**src/rtl/joystick_axis_auto_zero_normalizer_unit_assert.svh**
```systemverilog
// assertion macros for the joystick axis auto-zero normaliser
// expects clock aclk and active-low reset aresetn in the including module
`ifndef JOYSTICK_AXIS_AUTO_ZERO_NORMALIZER_UNIT_ASSERT_SVH
`define JOYSTICK_AXIS_AUTO_ZERO_NORMALIZER_UNIT_ASSERT_SVH

// same-cycle implication
`define JAAZN_ASSERT_NOW(lbl, ante, cons, msg) \
    lbl: assert property (@(posedge aclk) disable iff (!aresetn) (ante) |-> (cons)) \
        else $error(msg);

// next-cycle implication
`define JAAZN_ASSERT_NEXT(lbl, ante, cons, msg) \
    lbl: assert property (@(posedge aclk) disable iff (!aresetn) (ante) |=> (cons)) \
        else $error(msg);

`endif

```
**src/rtl/jaazn_pkg.sv**
```systemverilog
// shared types and constants of the joystick axis auto-zero normaliser
// no dependencies
`default_nettype none

package jaazn_pkg;

    localparam int SAMPLE_BITS    = 12;
    localparam int FRAC_BITS      = 14;
    localparam int COUNT_BITS_DEF = 17;
    localparam int POS_W          = 16;
    localparam int CFG_W          = 16;
    localparam int CFG_IDX_W      = 3;
    localparam int RATE_W         = 10;
    localparam int STARTUP_W      = 16;
    localparam int PROD_W         = STARTUP_W + RATE_W;
    // quotient bits of the shared divider: covers 0..2^FRAC_BITS
    localparam int QUO_BITS       = FRAC_BITS + 1;
    localparam int THOUSAND       = 1000;
    localparam int JUMP_FACTOR    = 20;
    localparam int ONE_Q_INT      = 1 << FRAC_BITS;
    localparam int SAMPLE_MASK    = (1 << SAMPLE_BITS) - 1;

    localparam logic [SAMPLE_BITS-1:0] ZERO_RESET    = SAMPLE_BITS'(2048);
    localparam logic [SAMPLE_BITS-1:0] ENDPOINT_RESET = SAMPLE_BITS'(4095);
    localparam logic [STARTUP_W-1:0]   STARTUP_RESET = STARTUP_W'(500);
    localparam logic [RATE_W-1:0]      RATE_RESET    = RATE_W'(100);
    localparam logic signed [POS_W-1:0] START_POS_RESET = '0;

    // register indexes
    localparam logic [CFG_IDX_W-1:0] REG_ZERO_INIT  = 3'd0;
    localparam logic [CFG_IDX_W-1:0] REG_ENDPOINT   = 3'd1;
    localparam logic [CFG_IDX_W-1:0] REG_ZERO_AVG   = 3'd2;
    localparam logic [CFG_IDX_W-1:0] REG_STARTUP    = 3'd3;
    localparam logic [CFG_IDX_W-1:0] REG_TICK_RATE  = 3'd4;
    localparam logic [CFG_IDX_W-1:0] REG_START_POS  = 3'd5;

    typedef enum logic [2:0] {
        ST_IDLE,
        ST_CHECK,
        ST_END,
        ST_DIV,
        ST_OUT
    } state_t;

    typedef enum logic [2:0] {
        OP_NONE,
        OP_LOAD,
        OP_CAL,
        OP_NORM_SET,
        OP_DIV_NORM,
        OP_DIV_AVG,
        OP_COMMIT,
        OP_OUT
    } dp_op_t;

    typedef struct packed {
        dp_op_t op;
    } dp_cmd_t;

    typedef struct packed {
        logic cal_mode;
        logic steady;
        logic direct;
        logic end_reached;
        logic div_done;
    } dp_stat_t;

endpackage

`default_nettype wire

```
**src/rtl/jaazn_div.sv**
```systemverilog
// serial restoring divider, one quotient bit per cycle
// depends on jaazn_pkg
`default_nettype none

module jaazn_div #(
    parameter int DIV_W = jaazn_pkg::COUNT_BITS_DEF
) (
    input  wire logic                          aclk,
    input  wire logic                          aresetn,
    input  wire logic                          start,
    input  wire logic [DIV_W-1:0]              rem_init,
    input  wire logic [jaazn_pkg::QUO_BITS-1:0] low_bits,
    input  wire logic [DIV_W-1:0]              divisor,
    output logic                               done,
    output logic [jaazn_pkg::QUO_BITS-1:0]     quotient
);
    import jaazn_pkg::*;

    localparam int CNT_W = $clog2(QUO_BITS);

    logic             busy_reg, busy_next;
    logic             done_reg, done_next;
    logic [CNT_W-1:0] cnt_reg, cnt_next;
    logic [DIV_W-1:0] rem_reg, rem_next;
    logic [DIV_W-1:0] dvs_reg, dvs_next;
    logic [QUO_BITS-1:0] low_reg, low_next;
    logic [QUO_BITS-1:0] quo_reg, quo_next;

    logic [DIV_W:0] rem_sh;
    logic [DIV_W:0] rem_sub;
    logic           ge;

    assign rem_sh  = {rem_reg, low_reg[QUO_BITS-1]};
    assign ge      = rem_sh >= {1'b0, dvs_reg};
    assign rem_sub = rem_sh - {1'b0, dvs_reg};

    always_comb begin
        busy_next = busy_reg;
        done_next = 1'b0;
        cnt_next  = cnt_reg;
        rem_next  = rem_reg;
        dvs_next  = dvs_reg;
        low_next  = low_reg;
        quo_next  = quo_reg;
        if (start) begin
            busy_next = 1'b1;
            cnt_next  = '0;
            rem_next  = rem_init;
            dvs_next  = divisor;
            low_next  = low_bits;
        end else if (busy_reg) begin
            rem_next = ge ? rem_sub[DIV_W-1:0] : rem_sh[DIV_W-1:0];
            low_next = {low_reg[QUO_BITS-2:0], 1'b0};
            quo_next = {quo_reg[QUO_BITS-2:0], ge};
            cnt_next = cnt_reg + CNT_W'(1);
            if (cnt_reg == CNT_W'(QUO_BITS - 1)) begin
                busy_next = 1'b0;
                done_next = 1'b1;
            end
        end
    end

    always_ff @(posedge aclk) begin
        if (!aresetn) begin
            busy_reg <= 1'b0;
            done_reg <= 1'b0;
        end else begin
            busy_reg <= busy_next;
            done_reg <= done_next;
        end
    end

    always_ff @(posedge aclk) begin
        cnt_reg <= cnt_next;
        rem_reg <= rem_next;
        dvs_reg <= dvs_next;
        low_reg <= low_next;
        quo_reg <= quo_next;
    end

    assign done     = done_reg;
    assign quotient = quo_reg;

endmodule

`default_nettype wire

```
**src/rtl/jaazn_dp.sv**
```systemverilog
// datapath: configuration registers, calibration state, normalisation and output register
// depends on jaazn_pkg and jaazn_div
`default_nettype none

module jaazn_dp #(
    parameter int COUNT_BITS = jaazn_pkg::COUNT_BITS_DEF
) (
    input  wire logic                               aclk,
    input  wire logic                               aresetn,
    input  wire logic                               cfg_we,
    input  wire logic [jaazn_pkg::CFG_IDX_W-1:0]    cfg_index,
    input  wire logic [jaazn_pkg::CFG_W-1:0]        cfg_wdata,
    input  wire logic [jaazn_pkg::SAMPLE_BITS-1:0]  sample,
    input  wire jaazn_pkg::dp_cmd_t                 cmd,
    output jaazn_pkg::dp_stat_t                     stat,
    output logic signed [jaazn_pkg::POS_W-1:0]      position,
    output logic                                    calibrating,
    output logic [jaazn_pkg::SAMPLE_BITS-1:0]       zero_point
);
    import jaazn_pkg::*;

    localparam int SUM_W = COUNT_BITS + SAMPLE_BITS;
    localparam int DIV_W = (COUNT_BITS > SAMPLE_BITS) ? COUNT_BITS : SAMPLE_BITS;
    localparam int CMP_W = (COUNT_BITS + 11 > PROD_W) ? COUNT_BITS + 11 : PROD_W;
    localparam logic [COUNT_BITS-1:0] COUNT_MAX = {COUNT_BITS{1'b1}};

    // configuration
    logic [SAMPLE_BITS-1:0] endpoint_reg;
    logic                   zero_avg_reg;
    logic [STARTUP_W-1:0]   startup_reg;
    logic [RATE_W-1:0]      rate_reg;

    // calibration and position state
    logic                   warmup_reg;
    logic [SAMPLE_BITS-1:0] prev_reg;
    logic [SUM_W-1:0]       sum_reg;
    logic [COUNT_BITS-1:0]  count_reg;
    logic [SAMPLE_BITS-1:0] zero_reg;
    logic signed [POS_W-1:0] held_reg;

    // per-item working registers
    logic [SAMPLE_BITS-1:0] sample_reg;
    logic [PROD_W-1:0]      prod_reg;
    logic                   neg_reg;
    logic                   avg_mode_reg;
    logic signed [POS_W-1:0] pos_out_reg;
    logic                   cal_out_reg;
    logic [SAMPLE_BITS-1:0] zero_out_reg;

    logic [SAMPLE_BITS-1:0]   diff;
    logic [SAMPLE_BITS+4:0]   diff20;
    logic                     steady;
    logic                     neg;
    logic [SAMPLE_BITS-1:0]   anum;
    logic [SAMPLE_BITS-1:0]   den;
    logic                     direct;
    logic signed [POS_W-1:0]  direct_pos;
    logic [COUNT_BITS:0]      count_p1;
    logic [CMP_W-1:0]         lhs;
    logic                     end_reached;
    logic                     div_start;
    logic [DIV_W-1:0]         div_rem_init;
    logic [QUO_BITS-1:0]      div_low;
    logic [DIV_W-1:0]         div_divisor;
    logic                     div_done;
    logic [QUO_BITS-1:0]      div_quo;
    logic signed [POS_W-1:0]  quo_pos;
    logic                     cal_mode;

    localparam logic signed [POS_W-1:0] ONE_Q = POS_W'(ONE_Q_INT);

    assign cal_mode = warmup_reg & zero_avg_reg;

    // jump test
    assign diff   = (sample_reg > prev_reg) ? sample_reg - prev_reg : prev_reg - sample_reg;
    assign diff20 = (SAMPLE_BITS+5)'(diff) * (SAMPLE_BITS+5)'(JUMP_FACTOR);
    assign steady = diff20 <= (SAMPLE_BITS+5)'(SAMPLE_MASK);

    // normalisation operands
    assign neg    = sample_reg < zero_reg;
    assign anum   = neg ? zero_reg - sample_reg : sample_reg - zero_reg;
    assign den    = (endpoint_reg >= zero_reg) ? endpoint_reg - zero_reg
                                               : zero_reg - endpoint_reg;
    assign direct = (den == '0) || (anum > den);
    assign direct_pos = (anum == '0) ? '0 : (neg ? -ONE_Q : ONE_Q);

    // end of startup period
    assign count_p1    = {1'b0, count_reg} + (COUNT_BITS+1)'(1);
    assign lhs         = CMP_W'(count_p1) * CMP_W'(THOUSAND);
    assign end_reached = (lhs > CMP_W'(prod_reg)) || (count_reg == COUNT_MAX);

    assign div_start = (cmd.op == OP_DIV_NORM) || (cmd.op == OP_DIV_AVG);

    always_comb begin
        if (cmd.op == OP_DIV_AVG) begin
            div_rem_init = DIV_W'(sum_reg >> QUO_BITS);
            div_low      = sum_reg[QUO_BITS-1:0];
            div_divisor  = DIV_W'(count_reg);
        end else begin
            // dividend is anum shifted up by the fraction bits
            div_rem_init = DIV_W'(anum >> 1);
            div_low      = {anum[0], {FRAC_BITS{1'b0}}};
            div_divisor  = DIV_W'(den);
        end
    end

    jaazn_div #(
        .DIV_W(DIV_W)
    ) u_div (
        .aclk     (aclk),
        .aresetn  (aresetn),
        .start    (div_start),
        .rem_init (div_rem_init),
        .low_bits (div_low),
        .divisor  (div_divisor),
        .done     (div_done),
        .quotient (div_quo)
    );

    assign quo_pos = POS_W'(div_quo);

    always_ff @(posedge aclk) begin
        if (!aresetn) begin
            endpoint_reg   <= ENDPOINT_RESET;
            zero_avg_reg   <= 1'b0;
            startup_reg    <= STARTUP_RESET;
            rate_reg       <= RATE_RESET;
            warmup_reg     <= 1'b1;
            prev_reg       <= '0;
            sum_reg        <= '0;
            count_reg      <= '0;
            zero_reg       <= ZERO_RESET;
            held_reg       <= START_POS_RESET;
        end else if (cfg_we) begin
            case (cfg_index)
                REG_ZERO_INIT: zero_reg      <= cfg_wdata[SAMPLE_BITS-1:0];
                REG_ENDPOINT:  endpoint_reg  <= cfg_wdata[SAMPLE_BITS-1:0];
                REG_ZERO_AVG:  zero_avg_reg  <= cfg_wdata[0];
                REG_STARTUP:   startup_reg   <= cfg_wdata[STARTUP_W-1:0];
                REG_TICK_RATE: rate_reg      <= cfg_wdata[RATE_W-1:0];
                REG_START_POS: held_reg      <= signed'(cfg_wdata[POS_W-1:0]);
                default: ;
            endcase
        end else begin
            case (cmd.op)
                OP_CAL: begin
                    prev_reg <= sample_reg;
                    if (steady) begin
                        sum_reg <= sum_reg + SUM_W'(sample_reg);
                        if (count_reg != COUNT_MAX) begin
                            count_reg <= count_reg + COUNT_BITS'(1);
                        end
                    end
                end
                OP_NORM_SET: held_reg <= direct_pos;
                OP_COMMIT: begin
                    if (avg_mode_reg) begin
                        zero_reg   <= div_quo[SAMPLE_BITS-1:0];
                        warmup_reg <= 1'b0;
                    end else begin
                        held_reg <= neg_reg ? -quo_pos : quo_pos;
                    end
                end
                default: ;
            endcase
        end
    end

    always_ff @(posedge aclk) begin
        if (cmd.op == OP_LOAD) begin
            sample_reg <= sample;
        end
        if (cmd.op == OP_CAL) begin
            prod_reg <= PROD_W'(startup_reg) * PROD_W'(rate_reg);
        end
        if (div_start) begin
            neg_reg      <= neg;
            avg_mode_reg <= (cmd.op == OP_DIV_AVG);
        end
        if (cmd.op == OP_OUT) begin
            pos_out_reg  <= held_reg;
            cal_out_reg  <= cal_mode;
            zero_out_reg <= zero_reg;
        end
    end

    assign stat.cal_mode    = cal_mode;
    assign stat.steady      = steady;
    assign stat.direct      = direct;
    assign stat.end_reached = end_reached;
    assign stat.div_done    = div_done;

    assign position    = pos_out_reg;
    assign calibrating = cal_out_reg;
    assign zero_point  = zero_out_reg;

endmodule

`default_nettype wire

```
**src/rtl/jaazn_ctrl.sv**
```systemverilog
// controller state machine: sequences one sample through the datapath
// depends on jaazn_pkg and the assertion macro header
`default_nettype none
`include "joystick_axis_auto_zero_normalizer_unit_assert.svh"

module jaazn_ctrl (
    input  wire logic                aclk,
    input  wire logic                aresetn,
    input  wire logic                s_tvalid,
    output logic                     s_tready,
    output logic                     m_tvalid,
    input  wire logic                m_tready,
    input  wire jaazn_pkg::dp_stat_t stat,
    output jaazn_pkg::dp_cmd_t       cmd
);
    import jaazn_pkg::*;

    state_t state_reg, state_next;
    logic   m_tvalid_reg, m_tvalid_next;
    logic   out_free;

    assign out_free = !m_tvalid_reg || m_tready;

    always_comb begin
        state_next = state_reg;
        case (state_reg)
            ST_IDLE:  if (s_tvalid) state_next = ST_CHECK;
            ST_CHECK: begin
                if (stat.cal_mode) begin
                    state_next = stat.steady ? ST_END : ST_OUT;
                end else begin
                    state_next = stat.direct ? ST_OUT : ST_DIV;
                end
            end
            ST_END:   state_next = stat.end_reached ? ST_DIV : ST_OUT;
            ST_DIV:   if (stat.div_done) state_next = ST_OUT;
            ST_OUT:   if (out_free) state_next = ST_IDLE;
            default:  state_next = ST_IDLE;
        endcase
    end

    always_comb begin
        cmd.op   = OP_NONE;
        s_tready = 1'b0;
        case (state_reg)
            ST_IDLE: begin
                s_tready = 1'b1;
                if (s_tvalid) cmd.op = OP_LOAD;
            end
            ST_CHECK: begin
                if (stat.cal_mode) begin
                    cmd.op = OP_CAL;
                end else begin
                    cmd.op = stat.direct ? OP_NORM_SET : OP_DIV_NORM;
                end
            end
            ST_END:  if (stat.end_reached) cmd.op = OP_DIV_AVG;
            ST_DIV:  if (stat.div_done) cmd.op = OP_COMMIT;
            ST_OUT:  if (out_free) cmd.op = OP_OUT;
            default: cmd.op = OP_NONE;
        endcase
    end

    always_comb begin
        if (cmd.op == OP_OUT) begin
            m_tvalid_next = 1'b1;
        end else if (m_tready) begin
            m_tvalid_next = 1'b0;
        end else begin
            m_tvalid_next = m_tvalid_reg;
        end
    end

    always_ff @(posedge aclk) begin
        if (!aresetn) begin
            state_reg    <= ST_IDLE;
            m_tvalid_reg <= 1'b0;
        end else begin
            state_reg    <= state_next;
            m_tvalid_reg <= m_tvalid_next;
        end
    end

    assign m_tvalid = m_tvalid_reg;

    `JAAZN_ASSERT_NEXT(a_accept_to_check, s_tvalid && s_tready, state_reg == ST_CHECK, "accepted sample not evaluated")
    `JAAZN_ASSERT_NEXT(a_out_sets_valid, cmd.op == OP_OUT, m_tvalid_reg, "result load lost")
    `JAAZN_ASSERT_NEXT(a_div_waits, state_reg == ST_DIV && !stat.div_done, state_reg == ST_DIV, "left divide early")

endmodule

`default_nettype wire

```
**src/rtl/joystick_axis_auto_zero_normalizer_unit.sv**
```systemverilog
// top level of the joystick axis auto-zero normaliser
// depends on jaazn_pkg, jaazn_ctrl, jaazn_dp (and jaazn_div below it)
//
//  channel   direction  payload
//  s_*       in         tdata[11:0] sample
//  m_*       out        tdata[15:0] position, tdata[27:16] zero_point, tuser calibrating
//  cfg_*     in         register index and write data, no read-back
//
// a position that needs no division, or a jump that is only stored, skips the divider; a steady
// calibration tick also checks the end of the startup period; a position quotient and the
// average that closes calibration go through the 15-step serial divider and wait for its done flag
// the next sample is taken while the previous result waits in the output register
// a stalled result holds the block in its output state until m_tready
// reset (aresetn low, synchronous) restarts calibration and loads the register defaults

`default_nettype none

module joystick_axis_auto_zero_normalizer_unit #(
    parameter int COUNT_BITS = jaazn_pkg::COUNT_BITS_DEF
) (
    input  wire logic                            aclk,
    input  wire logic                            aresetn,
    input  wire logic                            s_tvalid,
    output logic                                 s_tready,
    input  wire logic [15:0]                     s_tdata,   // [11:0] sample
    output logic                                 m_tvalid,
    input  wire logic                            m_tready,
    output logic [31:0]                          m_tdata,   // [15:0] position, [27:16] zero_point
    output logic                                 m_tuser,   // [0] calibrating
    input  wire logic                            cfg_we,
    input  wire logic [jaazn_pkg::CFG_IDX_W-1:0] cfg_index,
    input  wire logic [jaazn_pkg::CFG_W-1:0]     cfg_wdata
);
    import jaazn_pkg::*;

    dp_cmd_t                 cmd;
    dp_stat_t                stat;
    logic signed [POS_W-1:0] position;
    logic                    calibrating;
    logic [SAMPLE_BITS-1:0]  zero_point;

    jaazn_ctrl u_ctrl (
        .aclk     (aclk),
        .aresetn  (aresetn),
        .s_tvalid (s_tvalid),
        .s_tready (s_tready),
        .m_tvalid (m_tvalid),
        .m_tready (m_tready),
        .stat     (stat),
        .cmd      (cmd)
    );

    jaazn_dp #(
        .COUNT_BITS(COUNT_BITS)
    ) u_dp (
        .aclk        (aclk),
        .aresetn     (aresetn),
        .cfg_we      (cfg_we),
        .cfg_index   (cfg_index),
        .cfg_wdata   (cfg_wdata),
        .sample      (s_tdata[SAMPLE_BITS-1:0]),
        .cmd         (cmd),
        .stat        (stat),
        .position    (position),
        .calibrating (calibrating),
        .zero_point  (zero_point)
    );

    assign m_tdata = {4'b0000, zero_point, position};
    assign m_tuser = calibrating;

endmodule

`default_nettype wire
```
**config.mk**
```make
export PLATFORM = sky130hd
export DESIGN_NAME = joystick_axis_auto_zero_normalizer_unit
export DESIGN_NICKNAME = d
export VERILOG_FILES = /design/src/rtl/jaazn_pkg.sv /design/src/rtl/jaazn_div.sv /design/src/rtl/jaazn_dp.sv /design/src/rtl/jaazn_ctrl.sv /design/src/rtl/joystick_axis_auto_zero_normalizer_unit.sv
export VERILOG_INCLUDE_DIRS = /design/src /design/src/rtl
export SDC_FILE = /design/constraint.sdc
export NUM_CORES = 1
export LEC_CHECK = 0
export BUFFER_PORTS_ARGS = -buffer_cell sky130_fd_sc_hd__buf_4
export CAP_MARGIN = 25
export CORE_MARGIN = 8
export CORE_UTILIZATION = 55
export DETAILED_ROUTE_END_ITERATION = 10
export PLACE_DENSITY = 0.72
export SKIP_LAST_GASP = 1
export SLEW_MARGIN = 10
export SYNTH_ARGS = -nofsm -noshare
export SYNTH_HDL_FRONTEND = slang
export SYNTH_SLANG_ARGS = --single-unit
export TNS_END_PERCENT = 50
```
**constraint.sdc**
```tcl
create_clock -name aclk -period 15.2 [get_ports aclk]
set_input_delay 0.76 -clock aclk [delete_from_list [all_inputs] [get_ports aclk]]
set_output_delay 0.76 -clock aclk [all_outputs]
set_load 0.03 [all_outputs]
```
==> results of run 1 <==
==> cell usage after synthesis (all sizes together), types with 67 or more instances <==
| library cell | count |
|---|---|
| inv | 342 |
| nand2 | 293 |
| ha | 267 |
| a21oi | 176 |
| fa | 169 |
| nor2 | 169 |
| dfxtp | 136 |
| edfxtp | 133 |
| xnor2 | 126 |
| o21ai | 92 |
| clkbuf | 90 |
| and2 | 86 |
| nand3 | 67 |
==> critical path: cells and delay by family (launching register included) <==
family / cells / cell delay (ps)
buf+inv: 4 / 710
fa+ha+maj: 7 / 3010
compound gates: 7 / 2530
flops: 1 / 530
mux: 3 / 770
simple gates: 11 / 1940
xor+xnor: 2 / 680
==> per-layer routing <==
metal,vias to the layer above,GRT usage
met2,579,0.4063
met3,72,0.03065
met5,-,0
met4,2,0.05228
li1,9183,-
met1,9147,0.3280
==> cell type report <==
type	instances	area share
Sequential cell	269	0.2558
Inverter	342	0.04909
Timing Repair Buffer	80	0.02287
Multi-Input combinational cell	1987	0.6090
Tap cell	592	0.02821
Clock buffer	37	0.02955
Clock inverter	16	0.005433
==> per-stage QoR <==
step	hold WS, ps	util
2_1_floorplan	408.1	-
3_3_place_gp	417.2	0.5750
3_5_place_dp	418.7	0.5753
4_1_cts	350.2	0.5962
5_1_grt	358.4	0.5963
6_report	372.8	0.5963
==> placed cells by master, fill, tap and decap left out, types with 26 or more instances in the layout <==
cell type and count:
ha_1 267, and2_1 85, inv_1 339, nand2_1 290, xnor2_1 126, fa_1 169
nor3_1 43, mux2i_1 52, edfxtp_1 133, buf_4 80, xor2_1 34, clkbuf_16 29
nor2_1 168, nand3_1 67, o21ai_0 87, dfxtp_1 136, o211ai_1 26, a21oi_1 176
a211oi_1 28, a21o_1 57
==> logic make-up (layout without fill, tap and decap cells) <==
family / after synthesis / after routing
AOI/OAI and AO/OA: 514 / 514
xor gates and xnor gates: 161 / 161
adders and majority gates: 436 / 436
buffers and inverters: 453 / 475
DFF: 269 / 269
muxes: 70 / 70
other: 1 / 4
and+or+nand+nor: 802 / 802
==> power by group <==
part | switching, mW | internal, mW
Clock | 0.298 | 0.395
Combinational | 0.696 | 0.503
Sequential | 0.0778 | 0.912
==> worst min-delay path by stage <==
stage | from | to | slack [ps] | cells past startpoint
after floorplan | u_dp.held_reg[14] | u_dp.position[14] | 410 | 0
after global placement | u_dp.held_reg[15] | u_dp.position[15] | 420 | 0
after detailed placement | u_dp.held_reg[15] | u_dp.position[15] | 420 | 0
after CTS | s_tdata[5] | u_dp.sample_reg[5] | 350 | 1
after global routing | s_tdata[9] | u_dp.sample_reg[9] | 360 | 1
final | s_tdata[5] | u_dp.sample_reg[5] | 370 | 1
==> impl_metrics.toml, run 1 <==
[global_routing]
grt_pass1_wl_um = 100300
antenna_found_initial = 2
grt_overflow = 0
grt_start_max_net_pins = 64
grt_usage = 0.2408
grt_pass1_vias = 19360

[timing]
setup_viol = 0
hold_violations = 0
slew_viol_final = 0
fin_tns_setup_ps = 0
fin_ws_ps = 4774
max_freq_ghz = 0.09591
tightestPinTransition_ps = 1008
rsz0062_at_grt = "false"
slew_headroom = 0.3278
period_minus_slack_ps = 10430
finalCritPeriodShare = 0.6859
clock-skew-final_ps = 25.08

[placement]
gp_congestion = 0.9346
dpl_cell_area_um2 = 25330
dpl.hpwl_um = 47390
dpl.cell_count = 3269
portBuffers = 66
preCtsSetupSlack_ps = 4953

[logic_synthesis]
synth_top_family_by_area = "adder cells"
muxShareOfSynthArea = 0.02958
synthDistinctLibCells = 82
ys.flop_type = "dfxtp_1"
synth_compound_area_frac = 0.1352
ys_warn_count = 0
synthSimpleGateAreaFrac = 0.1552
yosysTopAreaCellShare = 0.1633
async_reset_ff_frac = 0
syn_area_um2 = 24450
synth_area_leaders = "edfxtp_1, fa_1, ha_1"
synth_seq_area_share = 0.2747
synthCells = 2706
synth_enable_flop_cells = 133
synth_xor_xnor_area_share = 0.05798
synthAdderAreaFrac = 0.2750
synth_top_area_cell = "edfxtp_1"
syn_avg_cell_area_um2 = 9.036
synth-seq-cells = 269

[power]
vdd_ir_drop_max_mv = 0.1123
total_power_mw = 2.881
p_per_area_nw_per_um2 = 109.7
p_leak_nw = 11.88

[die]
num_rows = 77
fp.dieW_um = 226.8
io_pins = 75
start_util = 0.5553
dieArea_um2 = 51460
die_h_um = 226.8
core_area_um2 = 44030

[clock_tree]
post_cts_buffers = 0
clkLatencyLatePin_ps = 560
root_buffer = "clkbuf_16"
cts.sinks = 269
clkTransAtPathRegs_ps = 60
cts_buffers = 29
cts_tree = "built"
clockBufferDepth = 3
hold_buffers = 0
h-tree-depth = 1
postCtsResizedCells = 0

[drt]
wl_met1_um = 27700
top_layer = "met5"
drc_errors = 0
routed-via-count = 18980
wirelength_um = 61400
ant_nets = 0
detail_route.first_pass.iterations = 6
route.met2.wl_um = 28830
routedWlPerCell_um = 18.48
wl_met3_um = 3663
vias_per_cell = 5.713
drt_iter0_markers = 1298

[hold_path]
hold_path_class = "input port to flip-flop"

[setup_path]
critPathCapture = "u_dp.u_div.rem_reg[0]"
startpoint = "u_dp.count_reg[0]"
crit_required_ps = 15490
startpoint_type = "flip-flop"
cp.arrival_ps = 10720
cp_slowest_cell = "a2111oi_4"
path_class = "flip-flop to flip-flop"
slowest_delay_ps = 620
r2r_start = "u_dp.count_reg[0]"
reg2reg_to = "u_dp.u_div.rem_reg[0]"
ff2ff_path_depth = 34
rrSetupSlack_ps = 4770
end_kind = "flip-flop"
path_max_fanout = 29

[cells_and_area]
syn_to_final_growth_pct = 7.379
fin_nets = 3185
drive_gt1_frac = 0.06298
nFillCells = 3810
largest_reg_flops = 29
num_antenna_cells = 0
ff_latch_area_um2 = 6716
fin_area_um2 = 26260
finalNonFillerCells = 3323
multi_input_area_um2 = 15990

[run]
drv.max_cap_violation_count = 0

[status]
outcome = "finished clean"
Note: power is estimated with default switching activity, not from simulation.
==> inputs of run 2 (changes only) <==
clock period = 9.8 ns   (was 15.2 ns; I/O delays follow)
==> impl_metrics.toml, run 2 (synthesis gave the netlist of run 1 again) <==
[status]
outcome = "finished clean"

[global_routing]
grt_overflow = 0
grt_pass1_vias = 19300
grt_start_max_net_pins = 79
antenna_found_initial = 1
grt_pass1_wl_um = 99820
grt_usage = 0.2408

[die]
core_area_um2 = 44030
fp.dieW_um = 226.8
die_h_um = 226.8
dieArea_um2 = 51460
num_rows = 77
start_util = 0.5553
io_pins = 75

[setup_path]
crit_path_frequent_cell = "ha_1"
path_max_fanout = 33
end_kind = "flip-flop"
crit_required_ps = 10100
slowest_delay_ps = 560
cp_slowest_cell = "fa_1"
cp.arrival_ps = 9400
startpoint_type = "flip-flop"
path_class = "flip-flop to flip-flop"

[timing]
period_minus_slack_ps = 9097
timing.hold.ws_ps = 51.01
max_freq_ghz = 0.1099
rsz0062_at_grt = "false"
clock-skew-final_ps = 60.02
hold_violations = 0
tightestPinTransition_ps = 989.6
slew_viol_final = 0
slew_headroom = 0.3403
finalCritPeriodShare = 0.9282
setup_viol = 0
fin_ws_ps = 703.2
fin_tns_setup_ps = 0

[cells_and_area]
fin_nets = 3194
nFillCells = 3815
layout_commonest_cell = "inv_1"
largest_reg_flops = 29
drive_gt1_frac = 0.06786
mostFrequentLayoutCells = "inv_1, nand2_1, ha_1"
num_antenna_cells = 0
multi_input_area_um2 = 16000
ff_latch_area_um2 = 6718
syn_to_final_growth_pct = 8.101
fin_area_um2 = 26430
finish.utilization = 0.6003

[clock_tree]
cts_buffers = 30
clockBufferDepth = 3
hold_buffers = 0
h-tree-depth = 1
cts_tree = "built"
clkLatencyLatePin_ps = 610
root_buffer = "clkbuf_16"
clkTransAtPathRegs_ps = 70
cts.sinks = 269

[drt]
wirelength_um = 61220
detail_route.first_pass.iterations = 5
drc_errors = 0
routedWlPerCell_um = 18.37
drt_iter0_markers = 1092
ant_nets = 0
vias_per_cell = 5.690
routed-via-count = 18970

[power]
vdd_ir_drop_max_mv = 0.1634
p_per_area_nw_per_um2 = 172.2
p_leak_nw = 11.97

[placement]
dpl_cell_area_um2 = 25380
gp_congestion = 0.9331
preCtsSetupSlack_ps = 318.6
dpl.hpwl_um = 47250
portBuffers = 66

[hold_path]
hold_path_class = "input port to flip-flop"

[run]
drv.max_cap_violation_count = 0
[run 2: changes by cell type in the layout (fill, tap and decap cells not counted), moves of 2 or more]
cell,before,now
buf_4,80,87
clkbuf_1,6,4
clkbuf_8,2,4
clkinv_1,0,2
clkinv_2,10,6
inv_1,339,337
inv_2,2,4
xnor2_1,126,124
xnor2_2,0,2
[run 2: cell type report]
type | count | share of cell area
clock buffer | 38 | 0.03105
clock inverter | 17 | 0.007479
tap | 592 | 0.02802
sequential | 269 | 0.2542
inverter | 342 | 0.04876
multi-input combinational | 1987 | 0.6054
timing repair buffer | 88 | 0.02514
[run 2: critical path: cells and delay by family (launching register included)]
family / cells / cell delay, ps
XOR/XNOR: 2 / 400
adder cells (fa/ha/maj): 7 / 2700
AO/OA/AOI/OAI: 9 / 2050
multiplexers: 1 / 310
buffers and inverters: 6 / 910
AND/OR/NAND/NOR: 12 / 2040
flip-flops: 1 / 430
[run 2: what timing repair did]
item / CTS / global route
resized for setup: 0 / 7
buffers inserted: 0 / 1
setup endpoints to repair: 0 / 79
[run 2: metrics by stage]
| stage | total power [mW] | cells |
|---|---|---|
| 6_report | 4.551 | 3333 |
| 5_1_grt | 4.826 | 3333 |
| 4_1_cts | 4.550 | 3331 |
| 3_5_place_dp | 3.377 | 3276 |
| 3_3_place_gp | 3.295 | 3275 |
| 2_1_floorplan | 2.918 | 2709 |
[run 2: worst paths after layout]
kind	start	endpoint	depth (start not counted)	slack (ps)
min reg2reg	u_dp.held_reg[13]	u_dp.position[13]	0	400
max	u_dp.count_reg[1]	u_dp.u_div.quotient[4]	37	700
max reg2reg	u_dp.count_reg[1]	u_dp.u_div.quotient[4]	37	700
min	s_tdata[8]	u_dp.sample_reg[8]	1	50
[run 2: power breakdown]
part | internal, mW | switching [mW] | total, mW
clock | 0.674 | 0.479 | 1.15
combinational | 0.786 | 1.07 | 1.86
sequential | 1.41 | 0.123 | 1.54
total | 2.87 | 1.68 | 4.55
[run 2: routing by layer]
layer	GRT usage	share of wire	up-vias
met4	0.06769	0.025	0
met3	0.03932	0.065	94
li1	-	-	9173
met5	0	0	-
met1	0.3192	0.44	9184
met2	0.4035	0.47	514
